===== src/rtl/core/lrufr_pkg.sv =====
// lrufr_pkg: shared constants, word types and state encodings for the LRU list core.
// No dependencies; imported by lrufr_ram users and lru_frame_replacement_core.
package lrufr_pkg;

    localparam int NUM_FRAMES = 32;
    localparam int FRAME_W    = $clog2(NUM_FRAMES);
    localparam int CNT_W      = $clog2(NUM_FRAMES + 1);

    // Fixed field widths of the request and response words
    localparam int ACTION_W = 2;
    localparam int FIDX_W   = 5;
    localparam int OCC_W    = 6;

    localparam logic [ACTION_W-1:0] ACT_INSERT = 2'd0;
    localparam logic [ACTION_W-1:0] ACT_TOUCH  = 2'd1;
    localparam logic [ACTION_W-1:0] ACT_EVICT  = 2'd2;

    typedef logic [FRAME_W-1:0] frame_t;
    typedef logic [CNT_W-1:0]   cnt_t;

    typedef struct packed {
        logic [ACTION_W-1:0] action;
        logic [FIDX_W-1:0]   frame_index;
    } req_t;

    typedef struct packed {
        logic [FIDX_W-1:0] evicted_frame;
        logic              evict_valid;
        logic [OCC_W-1:0]  occupancy;
        logic              status;
    } rsp_t;

    typedef enum logic [1:0] {
        ST_IDLE,
        ST_EXEC,
        ST_COMMIT
    } state_t;

    typedef enum logic [2:0] {
        OP_NOOP,
        OP_APPEND,
        OP_MOVE,
        OP_EVICT,
        OP_EMPTY
    } op_t;

endpackage


===== src/rtl/core/lrufr_ram.sv =====
// lrufr_ram: generic single-write, single-read synchronous RAM with registered read data.
// No dependencies.
module lrufr_ram #(
    parameter int WIDTH = 8,
    parameter int DEPTH = 32
) (
    input  logic                     clk,
    input  logic                     we,
    input  logic [$clog2(DEPTH)-1:0] waddr,
    input  logic [WIDTH-1:0]         wdata,
    input  logic                     re,
    input  logic [$clog2(DEPTH)-1:0] raddr,
    output logic [WIDTH-1:0]         rdata
);

    logic [WIDTH-1:0] mem [DEPTH];

    always_ff @(posedge clk)
    begin
        if (we)
        begin
            mem[waddr] <= wdata;
        end
    end

    // read data holds until the next read
    always_ff @(posedge clk)
    begin
        if (re)
        begin
            rdata <= mem[raddr];
        end
    end

endmodule


===== src/rtl/core/lru_frame_replacement_core.sv =====
// lru_frame_replacement_core: LRU order over page frames as a doubly linked list.
// Depends on lrufr_pkg and lrufr_ram (next and prev link memories).
// rsp_valid is registered: it rises after the word commits out of EXEC, or out of COMMIT
//   for a move or when the response slot was busy in EXEC.
// A new word is taken only in IDLE, once the last one has committed; a move (insert or
//   touch of a non-newest member) appends in COMMIT after its unlink writes in EXEC.
// A stalled response holds the core in its commit state until the slot frees.
// Reset: membership bits, list ends, count and control clear at once; link RAMs
//   are not cleared, an entry's read data is only used after it was written.
module lru_frame_replacement_core
    import lrufr_pkg::*;
(
    input  logic clk,
    input  logic rst_n,
    input  logic req_valid,
    output logic req_ready,
    input  req_t req,
    output logic rsp_valid,
    input  logic rsp_ready,
    output rsp_t rsp
);

    // ------------------------------------------------------------------
    // State
    // ------------------------------------------------------------------
    state_t                state_reg, state_next;
    req_t                  item_reg;
    logic [NUM_FRAMES-1:0] in_list_reg, in_list_next;
    frame_t                oldest_reg, oldest_next;
    frame_t                newest_reg, newest_next;
    cnt_t                  count_reg, count_next;
    rsp_t                  rsp_reg, rsp_next;
    logic                  rsp_valid_reg, rsp_valid_next;

    // Link memories: next points toward more recent, prev toward less recent
    logic   nl_we, pl_we, rd_en;
    frame_t nl_waddr, pl_waddr, nl_wdata, pl_wdata, rd_addr;
    frame_t nl_rdata, pl_rdata;

    lrufr_ram #(.WIDTH(FRAME_W), .DEPTH(NUM_FRAMES)) u_next_ram (
        .clk   (clk),
        .we    (nl_we),
        .waddr (nl_waddr),
        .wdata (nl_wdata),
        .re    (rd_en),
        .raddr (rd_addr),
        .rdata (nl_rdata)
    );

    lrufr_ram #(.WIDTH(FRAME_W), .DEPTH(NUM_FRAMES)) u_prev_ram (
        .clk   (clk),
        .we    (pl_we),
        .waddr (pl_waddr),
        .wdata (pl_wdata),
        .re    (rd_en),
        .raddr (rd_addr),
        .rdata (pl_rdata)
    );

    // ------------------------------------------------------------------
    // Decode of the held word
    // ------------------------------------------------------------------
    frame_t f;
    logic   f_ok;
    logic   member;
    op_t    op;
    logic   slot_free;
    logic   commit;

    assign f         = FRAME_W'(item_reg.frame_index);
    assign f_ok      = 32'(item_reg.frame_index) < 32'(NUM_FRAMES);
    assign member    = in_list_reg[f];
    assign slot_free = !rsp_valid_reg || rsp_ready;

    always_comb
    begin
        op = OP_NOOP;
        if (item_reg.action inside {ACT_INSERT, ACT_TOUCH})
        begin
            if (!f_ok)
                op = OP_NOOP;
            else if (!member)
                op = OP_APPEND;
            else if (f == newest_reg)
                op = OP_NOOP;       // already most recent
            else
                op = OP_MOVE;       // insert of a member acts as touch
        end
        else if (item_reg.action == ACT_EVICT)
        begin
            op = (count_reg == '0) ? OP_EMPTY : OP_EVICT;
        end
    end

    // A move relinks its neighbors in EXEC (not for the oldest), then appends in COMMIT;
    // everything else commits out of EXEC, or out of COMMIT if the response slot is busy.
    assign commit = slot_free &&
                    ((state_reg == ST_COMMIT) ||
                     ((state_reg == ST_EXEC) && (op != OP_MOVE)));

    // ------------------------------------------------------------------
    // Control and datapath
    // ------------------------------------------------------------------
    always_comb
    begin
        state_next     = state_reg;
        in_list_next   = in_list_reg;
        oldest_next    = oldest_reg;
        newest_next    = newest_reg;
        count_next     = count_reg;
        rsp_next       = rsp_reg;
        rsp_valid_next = rsp_ready ? 1'b0 : rsp_valid_reg;

        nl_we    = 1'b0;
        nl_waddr = newest_reg;
        nl_wdata = f;
        pl_we    = 1'b0;
        pl_waddr = f;
        pl_wdata = newest_reg;

        // Links are read once per word, at accept: the frame's own entry, or
        // the oldest frame's for evict. Reads only happen in IDLE, after the
        // previous word's writes have landed, so no forwarding is needed.
        req_ready = (state_reg == ST_IDLE);
        rd_en     = 1'b0;
        rd_addr   = (req.action == ACT_EVICT) ? oldest_reg : FRAME_W'(req.frame_index);

        case (state_reg)
            ST_IDLE:
            begin
                if (req_valid)
                begin
                    rd_en      = 1'b1;
                    state_next = ST_EXEC;
                end
            end
            ST_EXEC:
            begin
                if (op == OP_MOVE)
                begin
                    // unlink from the middle; the oldest just moves its head
                    if (f != oldest_reg)
                    begin
                        nl_we    = 1'b1;
                        nl_waddr = pl_rdata;
                        nl_wdata = nl_rdata;
                        pl_we    = 1'b1;
                        pl_waddr = nl_rdata;
                        pl_wdata = pl_rdata;
                    end
                    state_next = ST_COMMIT;
                end
                else
                begin
                    state_next = commit ? ST_IDLE : ST_COMMIT;
                end
            end
            ST_COMMIT:
            begin
                if (commit)
                    state_next = ST_IDLE;
            end
            default:
            begin
                state_next = ST_IDLE;
            end
        endcase

        if (commit)
        begin
            rsp_next = '0;
            case (op)
                OP_APPEND:
                begin
                    if (count_reg != '0)
                        nl_we = 1'b1;        // old newest -> f
                    pl_we = 1'b1;            // f <- old newest
                    if (count_reg == '0)
                        oldest_next = f;
                    newest_next     = f;
                    in_list_next[f] = 1'b1;
                    count_next      = count_reg + CNT_W'(1);
                end
                OP_MOVE:
                begin
                    nl_we = 1'b1;
                    pl_we = 1'b1;
                    if (f == oldest_reg)
                        oldest_next = nl_rdata;
                    newest_next = f;
                end
                OP_EVICT:
                begin
                    in_list_next[oldest_reg] = 1'b0;
                    count_next               = count_reg - CNT_W'(1);
                    if (count_reg == CNT_W'(1))
                    begin
                        oldest_next = '0;
                        newest_next = '0;
                    end
                    else
                    begin
                        oldest_next = nl_rdata;
                    end
                    rsp_next.evicted_frame = FIDX_W'(oldest_reg);
                    rsp_next.evict_valid   = 1'b1;
                end
                OP_EMPTY:
                begin
                    rsp_next.status = 1'b1;
                end
                default:
                begin
                end
            endcase
            rsp_next.occupancy = OCC_W'(count_next);
            rsp_valid_next     = 1'b1;
        end
    end

    always_ff @(posedge clk or negedge rst_n)
    begin
        if (!rst_n)
        begin
            state_reg     <= ST_IDLE;
            in_list_reg   <= '0;
            oldest_reg    <= '0;
            newest_reg    <= '0;
            count_reg     <= '0;
            rsp_valid_reg <= 1'b0;
        end
        else
        begin
            state_reg     <= state_next;
            in_list_reg   <= in_list_next;
            oldest_reg    <= oldest_next;
            newest_reg    <= newest_next;
            count_reg     <= count_next;
            rsp_valid_reg <= rsp_valid_next;
        end
    end

    // payload registers
    always_ff @(posedge clk)
    begin
        if (req_valid && req_ready)
            item_reg <= req;
        rsp_reg <= rsp_next;
    end

    assign rsp_valid = rsp_valid_reg;
    assign rsp       = rsp_reg;

    // ------------------------------------------------------------------
    // Assertions
    // ------------------------------------------------------------------
    a_count_matches_members: assert property (@(posedge clk) disable iff (!rst_n)
        count_reg == CNT_W'($countones(in_list_reg)))
        else $error("count disagrees with membership bits");

    a_ends_are_members: assert property (@(posedge clk) disable iff (!rst_n)
        (count_reg != '0) |-> (in_list_reg[oldest_reg] && in_list_reg[newest_reg]))
        else $error("list end is not a member");

    a_empty_ends_zero: assert property (@(posedge clk) disable iff (!rst_n)
        (count_reg == '0) |-> (oldest_reg == '0 && newest_reg == '0))
        else $error("empty list with nonzero ends");

    a_no_write_in_idle: assert property (@(posedge clk) disable iff (!rst_n)
        (state_reg == ST_IDLE) |-> (!nl_we && !pl_we))
        else $error("link write outside an update");

    a_rsp_flags_exclusive: assert property (@(posedge clk) disable iff (!rst_n)
        rsp_valid_reg |-> !(rsp_reg.status && rsp_reg.evict_valid))
        else $error("eviction and empty status together");

endmodule

===== config.mk =====
export PLATFORM = sky130hd
export DESIGN_NAME = lru_frame_replacement_core
export DESIGN_NICKNAME = d
export VERILOG_FILES = /design/src/rtl/core/lrufr_pkg.sv /design/src/rtl/core/lrufr_ram.sv /design/src/rtl/core/lru_frame_replacement_core.sv
export SDC_FILE = /design/constraint.sdc
export NUM_CORES = 1
export LEC_CHECK = 0
export ABC_AREA = 1
export BUFFER_PORTS_ARGS = -buffer_cell sky130_fd_sc_hd__buf_2
export CORE_ASPECT_RATIO = 1.25
export CORE_MARGIN = 1.5
export CORE_UTILIZATION = 35
export CTS_CLUSTER_DIAMETER = 120
export DETAILED_ROUTE_END_ITERATION = 10
export GPL_TIMING_DRIVEN = 1
export PLACE_DENSITY = 0.5
export RECOVER_POWER = 25
export SLEW_MARGIN = 20
export SYNTH_ARGS = -nofsm -noshare
export SYNTH_HDL_FRONTEND = slang
export SYNTH_SLANG_ARGS = --single-unit

===== constraint.sdc =====
create_clock -name clk -period 2.9 [get_ports clk]
set_input_delay 0.58 -clock clk [delete_from_list [all_inputs] [get_ports clk]]
set_output_delay 0.58 -clock clk [all_outputs]
set_load 0.01 [all_outputs]

==> results of run 1 <==
## power by group through the flow
stage	logic, mW	registers (mW)	clock network (mW)
after CTS	5.53	7.89	5.44
after global placement	5.45	8.01	0
after floorplan	3.28	7.87	0
after global routing	6.08	7.96	5.66
after detailed placement	5.48	8.00	0
final	5.48	7.90	5.32
## cells in the final DEF (no fill, tap or decap), types with 5 or more instances in the layout
master / n
a21oi_1: 5
buf_12: 13
buf_4: 119
clkbuf_1: 36
clkbuf_16: 43
clkinv_1: 11
clkinv_2: 7
dfrtp_1: 51
edfxtp_1: 350
inv_1: 73
nand2_1: 239
nand2_2: 13
nand3_1: 86
nand3_2: 9
nor2_1: 240
nor2_4: 5
nor3_1: 8
o21a_1: 10
o21ai_0: 275
o21ai_1: 27
o21ai_2: 16
o221ai_1: 80
o22ai_1: 5
xnor2_1: 7
## routing by layer
metal  GRT usage  vias to the layer above  wire length (µm)
met5           0                        -                 0
met4      0.0592                        0              1340
met3      0.0330                       97              2710
met2       0.342                      436             25200
met1       0.245                     6427             20800
li1            -                     6119                 -
## worst max-delay path by stage
stage	from	to	slack (ns)	cells past startpoint
after floorplan	f[0]	u_next_ram.mem[10][0]	0.17	16
after CTS	f[0]	u_prev_ram.mem[20][4]	-0.04	16
final	oldest_reg[1]	u_prev_ram.rdata[1]	0.12	9
after global routing	f[4]	u_prev_ram.mem[11][2]	-0.08	12
after global placement	f[3]	u_next_ram.mem[7][2]	-0.15	13
after detailed placement	f[3]	u_prev_ram.mem[20][4]	-0.16	12
## final cells by class
class,instances,area share
Multi-Input combinational cell,1063,0.258
Clock buffer,49,0.0524
Clock inverter,26,0.0115
Sequential cell,401,0.562
Timing Repair Buffer,166,0.0614
Tap cell,658,0.0393
Inverter,81,0.0152
## cells by family after synthesis
| kind of cell | synth area share |
|---|---|
| buffers and inverters | 0.0410 |
| AOI/OAI and AO/OA | 0.143 |
| adders and majority gates | 0.00282 |
| xor gates and xnor gates | 0.00543 |
| DFF | 0.664 |
| and+or+nand+nor | 0.144 |
## what timing repair did
action,CTS,global route
setup endpoints to repair,227,320
hold endpoints to repair,0,0
gates resized for setup,8,32
## per-stage QoR
stage / power (mW) / TNS (ns) / util / hold slack, ns / area [µm²]
CTS: 18.9 / -0.458 / 0.417 / 0.0748 / 21000
global route: 19.7 / -7.71 / 0.417 / 0.283 / 21000
global placement: 13.5 / -22.18 / 0.389 / 0.489 / 19600
detailed placement: 13.5 / -14.06 / 0.389 / 0.500 / 19600
floorplan: 11.2 / 0 / - / 0.284 / 17800
finish: 18.7 / 0 / 0.417 / 0.283 / 21000
==> metrics.yaml, run 1 <==
start_kind: "flop"
ys_seq_area_frac: 0.664
synthesis.instances: 1638
pre_cts_ws_ns: -0.163
r2r-start: "oldest_reg[1]"
p_clk_frac: 0.284
setup_viol: 0
crit_chain: "inv_1, o21ai_2, inv_2, buf_4, o21ai_0, o221ai_1, nand3_1, nand2_1, o21a_1"
syn_area_um2: 17800
slowest_stage: "buf_4"
antenna_found_initial: 0
period_share: 0.959
grt_remaining_overflow: 0
slowest_delay_ns: 0.59
r2r_slack_ns: 0.12
r2r-end: "u_prev_ram.rdata[1]"
ys.flop_type: "edfxtp_1"
hp-class: "input pin to flop"
die_y_um: 255
synth_warnings: 0
violations: "max-capacitance violations, max-slew violations"
worstMarginPinSlew_ns: 1.76
final_nets: 1770
ys_ff_latch: 401
synthArstFlopShare: 0.127
hpwlAfterDp_mm: 32.5
routed_wl_mm: 50.1
layout_min_cycle_time_ns: 2.78
die_w_um: 204
synth.most_common_cell: "edfxtp_1"
postRouteAntennaNets: 0
powerDensity_nw_per_um2: 892
hold_viol_final: 0
dieArea_um2: 52100
antenna_cells: 0
dp.cells: 2369
clockBufferDepth: 3
cp.arrival_ns: 3.20
gp_congestion: 0.887
syn_nets: 1653
syn2layout_area_growth_pct: 18.0
synth_edf_count: 350
reg2reg_depth: 9
relSlewSlack: -0.173
numPortBuffers: 25
holdPathEnd: "state_reg[0]"
grt_max_degree: 101
critical_path_buf_inv_count: 3
synthTopCellsByCount: "edfxtp_1, o21ai_0, nand2_1"
cts_buffers: 42
p_switching_mw: 6.60
p_leak_nw: 7.35
drt_first_pass_iters: 5
htreeDepth: 2
grt_usage: 0.195
cap_violations: 1
seq_area_um2: 11800
final_critical_path_setup_slack_ns: 0.120
initial_utilization: 0.353
cp_top_family: "buffers and inverters"
hold_buffers: 0
clock.fmax_ghz: 0.360
synth.avg_cell_area_um2: 10.8
ir_drop_v: 0.000367
clk-insertion-delay-late_ns: 0.57
critPathKind: "flop to flop"
worst_setup_path_end_kind: "flop"
fin_cells: 2444
synth_top_cell_area_share: 0.592
cts_tree: "yes"
drc: 0
drtIter0Drc: 956
cp_max_fo: 65
status: "finished, violations left"
core-area_um2: 50300
avgRoutedWirePerCell_um: 20.5
post-cts-setup-buffers: 0
fillers: 4780
vias: 13079
multi_input_area_um2: 5410
p_int_mw: 12.1
rsz0062_at_grt: "true"
hold_path_startpoint: "req_valid"
drive_gt1_frac: 0.147
grt_pass1_wl_mm: 77.4
min_path_cells: 2
clkSinkCount: 401
seq_power_share: 0.422
drv_slew: 30
synth.distinct_cells: 37
clockRootBuffer: "clkbuf_16"
io_pins: 26
p_sw_frac: 0.353
crit_required_ns: 3.32
placementRows: 92
clk_pin_slew_ns: 0.06
pwr-share-comb: 0.293
grt_pass1_vias: 13169
clock_skew_ns: 0.0298
synth_area_leaders: "edfxtp_1, o21ai_0, dfrtp_1"
via_per_inst: 5.35
synth_largest_area_cell: "edfxtp_1"
Note: power is estimated with default switching activity, not from simulation.
==> run 2, diff against run 1 <==
- CORE_MARGIN: 1.5 -> 4
==> run 2 against run 1 <==
The flow now finishes without violations. Total power grew 5.0%. Critical endpoint is now u_next_ram.mem[3][4]. Core utilization increased by 1.1 points. Fmax down 0.18%. Sequential cell count is the same. Design area rose by 2.7%. Sequential share of layout area fell by 1.5 points. Non-clock buffer count rose by 19. Highest routed layer unchanged. Via count is 0.23% lower.
==> metrics.yaml, run 2 (synthesis gave the netlist of run 1 again) <==
cp_common_cell: "buf_4"
clk-insertion-delay-late_ns: 0.58  # about the same
via_per_inst: 5.28  # -1.4%
clock.fmax_ghz: 0.359  # -0.18%
cts_buffers: 44  # +4.8%
syn2layout_area_growth_pct: 21.2
busiest_layer: "met2"
p_leak_nw: 7.59  # +3.3%
clock_skew_ns: 0.0149  # -0.0149 ns
final_critical_path_setup_slack_ns: 0.115  # -0.00488 ns
cp_max_fo: 8  # -88%
powerDensity_nw_per_um2: 912  # +2.2%
antenna_found_initial: 0  # unchanged
r2r-end: "u_next_ram.mem[3][4]"
grt.met2_usage: 0.310  # -0.0319
dieArea_um2: 54400  # +4.5%
die_y_um: 260  # +2.0%
drv_slew: 0  # -100%
clockRootBuffer: "clkbuf_16"
htreeDepth: 2  # unchanged
gp_congestion: 0.887  # about the same
antenna_cells: 0  # unchanged
final_nets: 1794  # +1.4%
pre_cts_ws_ns: -0.114  # +0.0487 ns
routed_wl_mm: 50.7  # +1.3%
clockBufferDepth: 3  # unchanged
worstMarginPinSlew_ns: 1.17  # -0.588 ns
relSlewSlack: 0.219  # +0.392
drive_gt1_frac: 0.174  # +0.0269
finalPower_mw: 19.6  # +5.0%
cts_tree: "yes"
grt_usage: 0.182  # -0.0129
dp.cells: 2372  # +0.13%
period_share: 0.960  # +0.00168
slowest_delay_ns: 0.47  # -0.12 ns
hp-class: "input pin to flop"
reg2reg_depth: 13  # +4
avgRoutedWirePerCell_um: 20.5  # +0.14%
critPathLaunch: "f[2]"
postRouteAntennaNets: 0  # unchanged
rsz0062_at_grt: "true"
cp_top_family: "simple AND/OR/NAND/NOR gates"
finalSetupTns_ns: 0  # unchanged
final_util: 0.428  # +0.0113
clkSinkCount: 401  # unchanged
critPathKind: "flop to flop"
crit_chain: "buf_4, nor3_2, buf_4, nand2_1, nand2_1, nor2_4, nand2_4, nand4_4, o21ai_0, buf_4, nand3_2, nor2_1, buf_4"
cp_num_cells: 13  # +4
met3_usage: 0.0309  # -0.00209
layout_min_cycle_time_ns: 2.78  # +0.00488 ns
placementRows: 92  # unchanged
crit_required_ns: 3.18  # -0.14 ns
setup_viol: 0  # unchanged
core-area_um2: 50300  # unchanged
initial_utilization: 0.353  # unchanged
cp.arrival_ns: 3.07  # -0.13 ns
io_pins: 26  # unchanged
status: "finished clean"
numPortBuffers: 25  # unchanged
grt_max_degree: 111  # +9.9%
grt_pass1_vias: 13024  # -1.1%
grt_pass1_wl_mm: 77.5  # +0.21%
met1_usage: 0.240  # -0.00555
clk_pin_slew_ns: 0.06  # about the same
ir_drop_v: 0.000486  # +32%
critical_path_buf_inv_count: 4  # +1
vias: 13049  # -0.23%
drt_first_pass_iters: 5  # unchanged
drtIter0Drc: 941  # -1.6%
grt_remaining_overflow: 0  # unchanged
drc: 0  # unchanged
r2r-start: "f[2]"
crit_end: "u_next_ram.mem[3][4]"
r2r_slack_ns: 0.12  # about the same
layout_commonest_cell: "edfxtp_1"
hpwlAfterDp_mm: 32.1  # -1.3%
slowest_stage: "edfxtp_1"
worst_setup_path_end_kind: "flop"
fin_cells: 2473  # +1.2%
final_cell_mix: "edfxtp_1, o21ai_0, nor2_1"
cap_violations: 0  # -1
die_w_um: 209  # +2.4%
start_kind: "flop"
hold_viol_final: 0  # unchanged
==> run 2: cell types whose count changed in the layout (fill, tap and decap cells not counted), moves of 4 or more <==
cell / change
nand2_4: +6
clkbuf_8: +4
buf_4: +17
nand3_4: +6
nand3_2: +4
nand3_1: -10
buf_6: +7
clkbuf_1: -6
clkinvlp_4: +4
==> run 2: power by group <==
part           switching (mW)  total [mW]  internal, mW
combinational            4.00        5.73          1.73
sequential              0.448        7.90          7.45
clock                    2.38        6.01          3.63
total                    6.83        19.6          12.8
==> run 2: final cells by class <==
type / count / area [µm²]
sequential: 401 / 11800
clock buffer: 53 / 1220
inverter: 81 / 322
timing repair inverter: 2 / 15.0
clock inverter: 29 / 342
multi-input combinational: 1064 / 5580
tap: 658 / 823
timing repair buffer: 185 / 1450
fill: 4722 / 28800
==> run 2: worst min-delay path by stage <==
stage	from	to	slack, ns	depth (start not counted)
5_1_grt	req_valid	state_reg[0]	0.25	2
3_3_place_gp	state_reg[0]	state_reg[0]	0.49	1
3_5_place_dp	state_reg[0]	state_reg[0]	0.50	1
4_1_cts	req[3]	f[3]	0.20	1
6_report	req_valid	state_reg[0]	0.27	2
2_1_floorplan	rst_n	count_reg[0]	0.28	0
==> run 2: routing by layer <==
layer  vias up  wire length [µm]
li1       6177                 -
met1      6442             22000
met2       341             25000
met3        89              2340
met4         0              1370
met5         -                 0
==> run 2: metrics by stage <==
step                hold slack (ns)  cell area [µm²]
floorplan                     0.284            17800
global placement              0.490            19600
detailed placement            0.502            19600
CTS                           0.204            21200
global route                  0.245            21500
finish                        0.268            21500
==> run 2: repair_timing <==
action                     CTS  global route
hold endpoints to repair    17             0
setup endpoints to repair   70           320
hold buffers                 1             0
setup buffers                3            11
cloned                       0             4
pin swaps                    0             5
resized for setup            7            66
